## src/hw/rtl/jse_pkg.sv

```systemverilog
package jse_pkg;

  // Characters that the escaper writes on its own.
  localparam logic [7:0] CH_QUOTE  = 8'h22;
  localparam logic [7:0] CH_BSLASH = 8'h5C;
  localparam logic [7:0] CH_U      = 8'h75;

  // Limits for UTF-8 validation.
  localparam logic [7:0]  LEAD_MIN    = 8'hC2;
  localparam logic [7:0]  LEAD_MAX    = 8'hF4;
  localparam logic [7:0]  CONT_MASK   = 8'hC0;
  localparam logic [20:0] CP_MIN3     = 21'h000800;
  localparam logic [20:0] CP_MIN4     = 21'h010000;
  localparam logic [20:0] CP_MAX      = 21'h10FFFF;
  localparam logic [20:0] CP_SURR_LO  = 21'h00D800;
  localparam logic [20:0] CP_SURR_HI  = 21'h00DFFF;
  localparam logic [20:0] CP_LSEP     = 21'h002028;
  localparam logic [20:0] CP_PSEP     = 21'h002029;
  localparam logic [15:0] CODE_REPL   = 16'hFFFD;

  // What follows the replacement escapes of one job.
  typedef enum logic [2:0] {
    TK_NONE  = 3'd0,
    TK_RAW   = 3'd1,
    TK_SHORT = 3'd2,
    TK_UESC  = 3'd3,
    TK_CLOSE = 3'd4
  } tail_kind_t;

  typedef struct packed {
    tail_kind_t  kind;
    logic [2:0]  len;   // byte count for raw bytes
    logic [31:0] data;  // raw bytes (first in the low byte), short char or code
  } tail_t;

  // One classified input item: everything the back end needs to expand it.
  typedef struct packed {
    logic       quote_open;
    logic [2:0] fffd_cnt;
    tail_t      tail;
  } job_t;

  function automatic logic [7:0] hex_char(logic [3:0] nib);
    logic [7:0] c;
    if (nib < 4'd10) begin
      c = 8'h30 + {4'h0, nib};
    end else begin
      c = 8'h37 + {4'h0, nib};
    end
    return c;
  endfunction

  // Byte k of a six-byte \uXXXX escape.
  function automatic logic [7:0] uesc_char(logic [15:0] code, logic [2:0] k);
    logic [7:0] c;
    unique case (k)
      3'd0:    c = CH_BSLASH;
      3'd1:    c = CH_U;
      3'd2:    c = hex_char(code[15:12]);
      3'd3:    c = hex_char(code[11:8]);
      3'd4:    c = hex_char(code[7:4]);
      default: c = hex_char(code[3:0]);
    endcase
    return c;
  endfunction

  // Length of a UTF-8 sequence given its lead byte, zero when invalid.
  function automatic logic [2:0] lead_len(logic [7:0] b);
    logic [2:0] n;
    if (b >= LEAD_MIN && b <= 8'hDF) begin
      n = 3'd2;
    end else if (b >= 8'hE0 && b <= 8'hEF) begin
      n = 3'd3;
    end else if (b >= 8'hF0 && b <= LEAD_MAX) begin
      n = 3'd4;
    end else begin
      n = 3'd0;
    end
    return n;
  endfunction

  // Escape class of an ASCII byte.
  function automatic tail_t ascii_tail(logic [7:0] b);
    tail_t t;
    t.kind = TK_RAW;
    t.len  = 3'd1;
    t.data = {24'h0, b};
    unique case (b)
      8'h22: begin t.kind = TK_SHORT; t.data = {24'h0, CH_QUOTE}; end
      8'h5C: begin t.kind = TK_SHORT; t.data = {24'h0, CH_BSLASH}; end
      8'h08: begin t.kind = TK_SHORT; t.data = {24'h0, 8'h62}; end
      8'h0C: begin t.kind = TK_SHORT; t.data = {24'h0, 8'h66}; end
      8'h0A: begin t.kind = TK_SHORT; t.data = {24'h0, 8'h6E}; end
      8'h0D: begin t.kind = TK_SHORT; t.data = {24'h0, 8'h72}; end
      8'h09: begin t.kind = TK_SHORT; t.data = {24'h0, 8'h74}; end
      8'h3C, 8'h3E, 8'h26: begin
        t.kind = TK_UESC;
      end
      default: begin
        if (b < 8'h20) begin
          t.kind = TK_UESC;
        end
      end
    endcase
    return t;
  endfunction

  function automatic logic [2:0] tail_len(tail_t t);
    logic [2:0] n;
    unique case (t.kind)
      TK_RAW:   n = t.len;
      TK_SHORT: n = 3'd2;
      TK_UESC:  n = 3'd6;
      TK_CLOSE: n = 3'd1;
      default:  n = 3'd0;
    endcase
    return n;
  endfunction

endpackage

```

## src/hw/rtl/jse_front.sv

```systemverilog
module jse_front
  import jse_pkg::*;
(
  input  logic       clk,
  input  logic       rst_n,
  input  logic       in_push,
  input  logic       in_action,
  input  logic [7:0] in_data_byte,
  input  logic       jq_full,
  output logic       jq_push,
  output job_t       jq_job
);

  logic [7:0] pend_r [3];
  logic [1:0] pc_r, pc_nxt;
  logic [2:0] exp_r, exp_nxt;
  logic       open_r, open_nxt;

  logic        accept;
  logic        fresh;
  logic        store;
  logic        is_cont;
  logic [2:0]  ld_len;
  logic [20:0] cp;
  logic        cp_ok;
  job_t        job;

  assign accept  = in_push && !jq_full;
  assign is_cont = (in_data_byte & CONT_MASK) == 8'h80;
  assign ld_len  = lead_len(in_data_byte);

  // Code point of the sequence that this byte completes.
  always_comb begin
    unique case (exp_r)
      3'd2:    cp = {10'h0, pend_r[0][4:0], in_data_byte[5:0]};
      3'd3:    cp = {5'h0, pend_r[0][3:0], pend_r[1][5:0], in_data_byte[5:0]};
      3'd4:    cp = {pend_r[0][2:0], pend_r[1][5:0], pend_r[2][5:0], in_data_byte[5:0]};
      default: cp = '0;
    endcase
  end

  assign cp_ok = !((exp_r == 3'd2 && cp < 21'h80) || (exp_r == 3'd3 && cp < CP_MIN3) ||
                   (exp_r == 3'd4 && cp < CP_MIN4)) &&
                 (cp <= CP_MAX) && !(cp >= CP_SURR_LO && cp <= CP_SURR_HI);

  always_comb begin
    job            = '0;
    job.quote_open = !open_r;
    job.tail.kind  = TK_NONE;
    pc_nxt         = pc_r;
    exp_nxt        = exp_r;
    open_nxt       = open_r;
    fresh          = 1'b0;
    store          = 1'b0;
    if (in_action) begin
      job.fffd_cnt  = {1'b0, pc_r};
      job.tail.kind = TK_CLOSE;
      pc_nxt        = 2'd0;
      exp_nxt       = 3'd0;
      open_nxt      = 1'b0;
    end else begin
      open_nxt = 1'b1;
      if (pc_r != 2'd0) begin
        if (is_cont) begin
          if ({1'b0, pc_r} + 3'd1 == exp_r) begin
            pc_nxt  = 2'd0;
            exp_nxt = 3'd0;
            if (!cp_ok) begin
              job.fffd_cnt = exp_r;
            end else if (cp == CP_LSEP || cp == CP_PSEP) begin
              job.tail.kind = TK_UESC;
              job.tail.data = {16'h0, cp[15:0]};
            end else begin
              job.tail.kind = TK_RAW;
              job.tail.len  = exp_r;
              unique case (exp_r)
                3'd2:    job.tail.data = {16'h0, in_data_byte, pend_r[0]};
                3'd3:    job.tail.data = {8'h0, in_data_byte, pend_r[1], pend_r[0]};
                default: job.tail.data = {in_data_byte, pend_r[2], pend_r[1], pend_r[0]};
              endcase
            end
          end else begin
            store  = 1'b1;
            pc_nxt = pc_r + 2'd1;
          end
        end else begin
          job.fffd_cnt = {1'b0, pc_r};
          pc_nxt       = 2'd0;
          exp_nxt      = 3'd0;
          fresh        = 1'b1;
        end
      end else begin
        fresh = 1'b1;
      end
      if (fresh) begin
        if (!in_data_byte[7]) begin
          job.tail = ascii_tail(in_data_byte);
        end else if (ld_len == 3'd0) begin
          job.fffd_cnt = job.fffd_cnt + 3'd1;
        end else begin
          store   = 1'b1;
          pc_nxt  = 2'd1;
          exp_nxt = ld_len;
        end
      end
    end
  end

  // A step that only holds a byte has nothing for the back end unless it opens the string.
  assign jq_job  = job;
  assign jq_push = accept &&
                   (job.quote_open || job.fffd_cnt != 3'd0 || job.tail.kind != TK_NONE);

  always_ff @(posedge clk) begin
    if (!rst_n) begin
      pc_r   <= 2'd0;
      exp_r  <= 3'd0;
      open_r <= 1'b0;
    end else if (accept) begin
      pc_r   <= pc_nxt;
      exp_r  <= exp_nxt;
      open_r <= open_nxt;
    end
  end

  always_ff @(posedge clk) begin
    if (accept && store) begin
      if (fresh) begin
        pend_r[0] <= in_data_byte;
      end else begin
        pend_r[pc_r] <= in_data_byte;
      end
    end
  end

`ifndef SYNTHESIS
  a_pend_below_len: assert property (@(posedge clk) disable iff (!rst_n)
    pc_r != 2'd0 |-> ({1'b0, pc_r} < exp_r && open_r))
    else $error("held bytes without a matching sequence length");
`endif

endmodule

```

## src/hw/rtl/jse_jobq.sv

```systemverilog
module jse_jobq
  import jse_pkg::*;
#(
  parameter int DEPTH = 4
) (
  input  logic clk,
  input  logic rst_n,
  input  logic push,
  input  job_t push_job,
  output logic full,
  input  logic pop,
  output job_t head_job,
  output logic empty
);

  localparam int AW = (DEPTH > 1) ? $clog2(DEPTH) : 1;
  localparam int CW = $clog2(DEPTH + 1);

  job_t          mem_r [DEPTH];
  logic [AW-1:0] wr_r, rd_r;
  logic [CW-1:0] cnt_r;
  logic          do_push, do_pop;

  assign full     = cnt_r == CW'(DEPTH);
  assign empty    = cnt_r == '0;
  assign do_push  = push && !full;
  assign do_pop   = pop && !empty;
  assign head_job = mem_r[rd_r];

  always_ff @(posedge clk) begin
    if (!rst_n) begin
      wr_r  <= '0;
      rd_r  <= '0;
      cnt_r <= '0;
    end else begin
      if (do_push) begin
        wr_r <= (wr_r == AW'(DEPTH - 1)) ? '0 : wr_r + 1'b1;
      end
      if (do_pop) begin
        rd_r <= (rd_r == AW'(DEPTH - 1)) ? '0 : rd_r + 1'b1;
      end
      if (do_push && !do_pop) begin
        cnt_r <= cnt_r + 1'b1;
      end else if (do_pop && !do_push) begin
        cnt_r <= cnt_r - 1'b1;
      end
    end
  end

  always_ff @(posedge clk) begin
    if (do_push) begin
      mem_r[wr_r] <= push_job;
    end
  end

`ifndef SYNTHESIS
  a_cnt_bound: assert property (@(posedge clk) disable iff (!rst_n)
    cnt_r <= CW'(DEPTH))
    else $error("job queue count beyond its depth");
`endif

endmodule

```

## src/hw/rtl/jse_back.sv

```systemverilog
module jse_back
  import jse_pkg::*;
(
  input  logic       clk,
  input  logic       rst_n,
  input  logic       jq_empty,
  input  job_t       jq_head,
  output logic       jq_pop,
  input  logic       out_pop,
  output logic       out_empty,
  output logic [7:0] out_out_byte,
  output logic       out_last_of_run
);

  localparam logic [1:0] PH_OPEN = 2'd0;
  localparam logic [1:0] PH_FFFD = 2'd1;
  localparam logic [1:0] PH_TAIL = 2'd2;

  job_t       job_r, job_nxt;
  logic       busy_r, busy_nxt;
  logic [1:0] phase_r, phase_nxt;
  logic [2:0] k_r, k_nxt;
  logic [2:0] fleft_r, fleft_nxt;

  logic       emit;
  logic       last;
  logic [7:0] ebyte;
  logic [2:0] tlen;
  logic       load;

  // Two-entry output buffer.
  logic [7:0] ob_byte_r [2];
  logic       ob_last_r [2];
  logic       owr_r, ord_r;
  logic [1:0] ocnt_r;
  logic       do_opop;

  assign tlen = tail_len(job_r.tail);
  assign emit = busy_r && (ocnt_r != 2'd2);

  always_comb begin
    ebyte = CH_QUOTE;
    last  = 1'b0;
    unique case (phase_r)
      PH_OPEN: begin
        ebyte = CH_QUOTE;
        last  = (job_r.fffd_cnt == 3'd0) && (tlen == 3'd0);
      end
      PH_FFFD: begin
        ebyte = uesc_char(CODE_REPL, k_r);
        last  = (k_r == 3'd5) && (fleft_r == 3'd1) && (tlen == 3'd0);
      end
      PH_TAIL: begin
        last = k_r == tlen - 3'd1;
        unique case (job_r.tail.kind)
          TK_RAW:   ebyte = job_r.tail.data[{k_r[1:0], 3'b000} +: 8];
          TK_SHORT: ebyte = (k_r == 3'd0) ? CH_BSLASH : job_r.tail.data[7:0];
          TK_UESC:  ebyte = uesc_char(job_r.tail.data[15:0], k_r);
          default:  ebyte = CH_QUOTE;
        endcase
      end
      default: begin
        ebyte = CH_QUOTE;
        last  = 1'b1;
      end
    endcase
  end

  // The next job is taken in the same cycle as the last byte of the current one.
  assign load   = !jq_empty && (!busy_r || (emit && last));
  assign jq_pop = load;

  always_comb begin
    job_nxt   = job_r;
    busy_nxt  = busy_r;
    phase_nxt = phase_r;
    k_nxt     = k_r;
    fleft_nxt = fleft_r;
    if (load) begin
      job_nxt   = jq_head;
      busy_nxt  = 1'b1;
      k_nxt     = 3'd0;
      fleft_nxt = jq_head.fffd_cnt;
      if (jq_head.quote_open) begin
        phase_nxt = PH_OPEN;
      end else if (jq_head.fffd_cnt != 3'd0) begin
        phase_nxt = PH_FFFD;
      end else begin
        phase_nxt = PH_TAIL;
      end
    end else if (emit && last) begin
      busy_nxt = 1'b0;
    end else if (emit) begin
      unique case (phase_r)
        PH_OPEN: begin
          k_nxt     = 3'd0;
          phase_nxt = (job_r.fffd_cnt != 3'd0) ? PH_FFFD : PH_TAIL;
        end
        PH_FFFD: begin
          if (k_r == 3'd5) begin
            k_nxt     = 3'd0;
            fleft_nxt = fleft_r - 3'd1;
            if (fleft_r == 3'd1) begin
              phase_nxt = PH_TAIL;
            end
          end else begin
            k_nxt = k_r + 3'd1;
          end
        end
        default: begin
          k_nxt = k_r + 3'd1;
        end
      endcase
    end
  end

  always_ff @(posedge clk) begin
    if (!rst_n) begin
      busy_r  <= 1'b0;
      phase_r <= PH_OPEN;
      k_r     <= 3'd0;
      fleft_r <= 3'd0;
    end else begin
      busy_r  <= busy_nxt;
      phase_r <= phase_nxt;
      k_r     <= k_nxt;
      fleft_r <= fleft_nxt;
    end
  end

  always_ff @(posedge clk) begin
    job_r <= job_nxt;
  end

  assign do_opop         = out_pop && (ocnt_r != 2'd0);
  assign out_empty       = ocnt_r == 2'd0;
  assign out_out_byte    = ob_byte_r[ord_r];
  assign out_last_of_run = ob_last_r[ord_r];

  always_ff @(posedge clk) begin
    if (!rst_n) begin
      owr_r  <= 1'b0;
      ord_r  <= 1'b0;
      ocnt_r <= 2'd0;
    end else begin
      if (emit) begin
        owr_r <= !owr_r;
      end
      if (do_opop) begin
        ord_r <= !ord_r;
      end
      if (emit && !do_opop) begin
        ocnt_r <= ocnt_r + 2'd1;
      end else if (do_opop && !emit) begin
        ocnt_r <= ocnt_r - 2'd1;
      end
    end
  end

  always_ff @(posedge clk) begin
    if (emit) begin
      ob_byte_r[owr_r] <= ebyte;
      ob_last_r[owr_r] <= last;
    end
  end

`ifndef SYNTHESIS
  a_obuf_bound: assert property (@(posedge clk) disable iff (!rst_n)
    ocnt_r <= 2'd2)
    else $error("output buffer overfilled");

  a_fffd_left: assert property (@(posedge clk) disable iff (!rst_n)
    (busy_r && phase_r == PH_FFFD) |-> (fleft_r != 3'd0 && k_r <= 3'd5))
    else $error("replacement phase with nothing left to send");

  a_tail_nonempty: assert property (@(posedge clk) disable iff (!rst_n)
    (busy_r && phase_r == PH_TAIL) |-> (tlen != 3'd0 && k_r < tlen))
    else $error("tail phase beyond the tail length");
`endif

endmodule

```

## src/hw/rtl/json_string_escaper_utf8_core.sv

```systemverilog
// JSON string escaper with UTF-8 validation. Each input transaction carries one
// byte of a string (in_action low) or marks its end (in_action high); the block
// writes the string out as a quoted JSON literal, one byte per output
// transaction, with out_last_of_run set on the final byte caused by an input
// transaction. An input byte that only opens or extends a UTF-8 sequence
// produces no output, unless it is the first byte of a string, which still
// brings the opening quote. The front end classifies each input transaction in the
// cycle it is accepted and queues a compact job if it has output; the back end
// expands one job into bytes at one byte per cycle while the output buffer has
// room, so the sustained rate is one input transaction per cycle while every
// byte maps to one output byte and out_pop keeps up, and otherwise is set by
// the total output length. The job queue of JOB_DEPTH entries lets the input
// side run ahead during long escapes; in_full rises when it fills. An accepted
// byte passes through the job queue, the back end's job register and the
// output buffer before its first output byte appears.
module json_string_escaper_utf8_core
  import jse_pkg::*;
#(
  parameter int JOB_DEPTH = 4
) (
  input  logic       clk,
  input  logic       rst_n,
  input  logic       in_push,
  output logic       in_full,
  input  logic       in_action,
  input  logic [7:0] in_data_byte,
  output logic       out_empty,
  input  logic       out_pop,
  output logic [7:0] out_out_byte,
  output logic       out_last_of_run
);

  // Front end to queue.
  logic jq_push;
  job_t jq_job;
  logic jq_full;

  // Queue to back end.
  logic jq_pop;
  logic jq_empty;
  job_t jq_head;

  // The input side stalls only when the job queue has no free slot.
  assign in_full = jq_full;

  jse_front u_front (
    .clk          (clk),
    .rst_n        (rst_n),
    .in_push      (in_push),
    .in_action    (in_action),
    .in_data_byte (in_data_byte),
    .jq_full      (jq_full),
    .jq_push      (jq_push),
    .jq_job       (jq_job)
  );

  jse_jobq #(
    .DEPTH (JOB_DEPTH)
  ) u_jobq (
    .clk      (clk),
    .rst_n    (rst_n),
    .push     (jq_push),
    .push_job (jq_job),
    .full     (jq_full),
    .pop      (jq_pop),
    .head_job (jq_head),
    .empty    (jq_empty)
  );

  // The back end owns the two-entry output buffer, so one byte waiting for out_pop
  // does not block the expansion of the next job; a full buffer does.
  jse_back u_back (
    .clk             (clk),
    .rst_n           (rst_n),
    .jq_empty        (jq_empty),
    .jq_head         (jq_head),
    .jq_pop          (jq_pop),
    .out_pop         (out_pop),
    .out_empty       (out_empty),
    .out_out_byte    (out_out_byte),
    .out_last_of_run (out_last_of_run)
  );

endmodule
```

## config.mk

```make
export PLATFORM = sky130hd
export DESIGN_NAME = json_string_escaper_utf8_core
export DESIGN_NICKNAME = d
export VERILOG_FILES = /design/src/hw/rtl/jse_pkg.sv /design/src/hw/rtl/jse_front.sv /design/src/hw/rtl/jse_jobq.sv /design/src/hw/rtl/jse_back.sv /design/src/hw/rtl/json_string_escaper_utf8_core.sv
export SDC_FILE = /design/constraint.sdc
export NUM_CORES = 1
export LEC_CHECK = 0
export BUFFER_PORTS_ARGS = -buffer_cell sky130_fd_sc_hd__buf_2
export CORE_UTILIZATION = 46
export CTS_CLUSTER_DIAMETER = 150
export DETAILED_ROUTE_END_ITERATION = 10
export PLACE_DENSITY = 0.71
export SLEW_MARGIN = 30
export SYNTH_ARGS = -nofsm -noshare
export SYNTH_HDL_FRONTEND = slang
export SYNTH_SLANG_ARGS = --single-unit
export TNS_END_PERCENT = 5
```

## constraint.sdc

```tcl
create_clock -name clk -period 4.7 [get_ports clk]
set_input_delay 0.235 -clock clk [delete_from_list [all_inputs] [get_ports clk]]
set_output_delay 0.235 -clock clk [all_outputs]
set_load 0.05 [all_outputs]
```

==> flow_summary_export.csv <==
group,metric,value,unit
timing,clock_skew,0.0133,ns
yosys,yosysSeqAreaShare,62.9,%
grt,grt_start_max_net_pins,43,
setup_path,timing.rr.end,"u_jobq.cnt_r[2]$_SDFFE_PN0P_",
clock_tree,clock_sinks,280,
setup_path,path_class,"register to register",
timing,finalCritPeriodShare,93.7,%
timing,worstMarginPinSlew,0.935,ns
yosys,synth_mux_area_share,9.91,%
detailed_routing,detail-route-antenna-nets,0,
setup_path,reg2reg_slack,0.29,ns
timing,finalSetupViolCount,0,
cells_and_area,multi_input_area,4460,um^2
clock_tree,path_clk_slew,0.06,ns
floorplanning,row_count,60,
floorplanning,start_util,47.4,%
cells_and_area,layout_common_cells,"edfxtp_1, nand2_1, a21oi_1",
floorplanning,core_area,27300,um^2
min_path,holdPathStages,1,
pwr,power_leakage,0.00473,uW
yosys,yosys.area_share.adder,2.77,%
yosys,synth_area_leader_cell,"edfxtp_1",
timing,finalHoldViolations,0,
clock_tree,cts_tree,"built",
yosys,ys.warnings.count,0,
cells_and_area,mostFrequentLayoutCell,"edfxtp_1",
timing,rsz0062_at_grt,"no",
pwr,combPwrFrac,27.7,%
clock_tree,root_buffer,"clkbuf_16",
detailed_routing,wl_per_cell,20.2,um
cells_and_area,area_delta_synth_final,11.8,%
pwr,p_int,5390,uW
pwr,power_frac_clock,26.6,%
run,drv_cap,0,
detailed_routing,first_pass_iters,5,
pwr,switching_share,32.1,%
detailed_routing,drt_wl_total,27.5,mm
yosys,synth-compound-area-share,10.1,%
timing,finalCriticalPeriod,4.41,ns
floorplanning,die_w,170,um
floorplanning,fp.dieArea,28700,um^2
timing,max_freq,0.227,GHz
detailed_routing,drtIter0Drc,672,
detailed_routing,vias_per_cell,5.83,
grt,grt_pass1_wl,43.9,mm
placed_design,numPortBuffers,23,
setup_path,timing.rr.start,"u_front.exp_r[2]$_SDFFE_PN0P_",
cells_and_area,final-seq-area,8120,um^2
grt,grt_overflow,0,
detailed_routing,drc,0,
floorplanning,chipHeight,170,um
min_path,min-delay-start,"in_data_byte[5]",
min_path,hold_path_class,"input port to register",
grt,grt_antenna_before_repair,0,
setup_path,reg2reg_depth,17,
clock_tree,htree_levels,1,
yosys,synth-simple-area-share,10.2,%
pwr,vdd_drop_max,0.000306,V
yosys,synthCells,930,
timing,drv_slew,0,
clock_tree,clock_latency,0.54,ns
grt,grt.total_usage,19.7,%
cells_and_area,layout-drive-gt1-share,17.8,%
yosys,synth_top_area_share,58.4,%
timing,fin_setup_tns,0,ns
setup_path,setup.worst_path.start,"u_front.exp_r[2]$_SDFFE_PN0P_",
cells_and_area,n_fill_cell,2205,
timing,slew_headroom,37.1,%
setup_path,cp.required,5.16,ns
yosys,synth_cell_types,72,
yosys,synth_area_leaders,"edfxtp_1, mux4_2, dfxtp_1",
setup_path,start_kind,"register",
pwr,switching_power,2550,uW
yosys,synth-seq-cells,280,
placed_design,finalWeightedCongestion,0.915,
cells_and_area,diodes,0,
yosys,synth_top_family_by_area,"simple AND/OR/NAND/NOR gates",
cells_and_area,nets,1006,
setup_path,cp_max_fo,13,
grt,grt_pass1_vias,7920,
floorplanning,io_pins,24,
clock_tree,numCtsBuffers,30,
detailed_routing,dr_total_vias,7913,
min_path,min_to,"u_front.pend_r[2][5]$_DFFE_PP_",
setup_path,end_kind,"register",
placed_design,dpl.hpwl,18.4,mm
run_status,status,"finished, final reports clean",
setup_path,crit_arrival,4.87,ns
pwr,pwr-share-seq,45.7,%
yosys,synth_xor_area_share,1.36,%
clock_tree,clockBufferDepth,3,
yosys,synth_area,12900,um^2
yosys,synthArstFlopShare,0,%
yosys,yosys_most_used_dff,"edfxtp_1",
pwr,power_per_cell_area,550,nW/um^2
yosys,synth_edf_count,251,
yosys,syn_avg_cell_area,13.9,um^2
clock_tree,ctsResizeCount,0,
pwr,power,7940,uW
what timing repair did:
action	in CTS	in global routing
hold endpoints to repair	1	0
hold buffers	1	0
endpoints found under the setup margin	0	1
buffers inserted	0	0
critical path: stages (launching register included):
cell and delay (ns):
dfxtp_1 0.42, nor3b_2 0.23, buf_4 0.19, a32o_1 0.25, or4_1 0.59, o21ai_1 0.21, nor2_1 0.10, a21oi_1 0.16
ha_1 0.16, nand2_1 0.06, o2111a_1 0.20, a41oi_4 0.37, ha_1 0.27, inv_1 0.08, fa_1 0.42, xor2_1 0.17
or3_1 0.30, a21oi_1 0.14
sequential cells by signal, indices dropped and copies added, names as in the netlist, 3 cells and up, named ones only:
signal / count
u_back.job_r: 41
u_back.fleft_r: 3
u_front.pend_r: 24
u_back.k_r: 3
u_jobq.cnt_r: 3
u_back.ob_byte_r: 16
u_jobq.mem_r: 168
u_front.exp_r: 3
Yosys cell counts (6+ instances only):
cell / instances
nand2b_1: 10
nand2_1: 65
nor2b_1: 16
nor3_1: 20
a31oi_1: 10
a21oi_1: 60
clkbuf_1: 29
o21ai_0: 43
o211ai_1: 6
a21o_1: 6
or3_1: 10
ha_1: 27
a211oi_1: 8
and2_1: 10
nor2_1: 54
buf_2: 11
nor4_1: 7
xnor2_1: 10
o31ai_1: 6
mux2_2: 10
and2_4: 6
o21a_1: 8
inv_1: 38
nand3_1: 18
buf_1: 6
or4_1: 8
edfxtp_1: 251
dfxtp_1: 29
mux4_2: 50
xor2_1: 10
cells by family (layout without fill, tap and decap cells):
group | count (synthesis) | count (layout)
AO/OA/AOI/OAI | 199 | 199
XOR/XNOR | 20 | 20
adder cells (fa/ha/maj) | 28 | 28
buffers and inverters | 86 | 138
flip-flops | 280 | 280
multiplexers | 64 | 64
other | 1 | 4
AND/OR/NAND/NOR | 252 | 252
power by group through the flow:
stage | registers [uW] | logic (uW) | clock network (uW)
finish | 3630 | 2190 | 2110
global placement | 3660 | 2180 | 0
floorplan | 3510 | 1720 | 0
detailed placement | 3680 | 2200 | 0
global route | 3690 | 2430 | 2270
CTS | 3630 | 2210 | 2160
metrics by stage:
stage / util, % / cells / setup slack (ns) / hold slack [ns] / cell area [um^2]
floorplan: - / 933 / 0.610 / 0.334 / 12900
CTS: 53.0 / 1357 / 0.298 / 0.0775 / 14400
global placement: 49.7 / 1304 / 0.402 / 0.486 / 13500
global route: 53.0 / 1357 / 0.00202 / 0.0912 / 14400
detailed placement: 49.7 / 1304 / 0.340 / 0.487 / 13500
finish: 53.0 / 1357 / 0.294 / 0.0980 / 14400
layout make-up:
type                    count  area share, %
flip-flops and latches    280           56.3
well taps                 372           3.22
inverters                  38          0.988
clock buffers              33           5.43
repair buffers             48           2.46
clock inverters            19          0.737
multi-input cells         567           30.9
metal layers:
metal	routed length [um]	GRT usage, %	share of wire [%]	vias up
met5	0	0	0	-
met4	751	5.72	2.7	0
met3	1450	2.89	5.3	46
met2	12900	32.5	47	260
met1	12400	27.3	45	3933
li1	-	-	-	3674
worst max-delay path by stage:
| stage | endpoint | slack, ns |
|---|---|---|
| finish | u_jobq.cnt_r[2]$_SDFFE_PN0P_ | 0.29 |
| global route | u_jobq.cnt_r[2]$_SDFFE_PN0P_ | 0.002 |
| CTS | u_jobq.cnt_r[2]$_SDFFE_PN0P_ | 0.30 |
| detailed placement | u_jobq.cnt_r[2]$_SDFFE_PN0P_ | 0.34 |
| global placement | u_jobq.cnt_r[2]$_SDFFE_PN0P_ | 0.40 |
| floorplan | u_jobq.mem_r[3][0]$_DFFE_PP_ | 0.61 |
No activity file was read; power rests on OpenSTA's default activity.
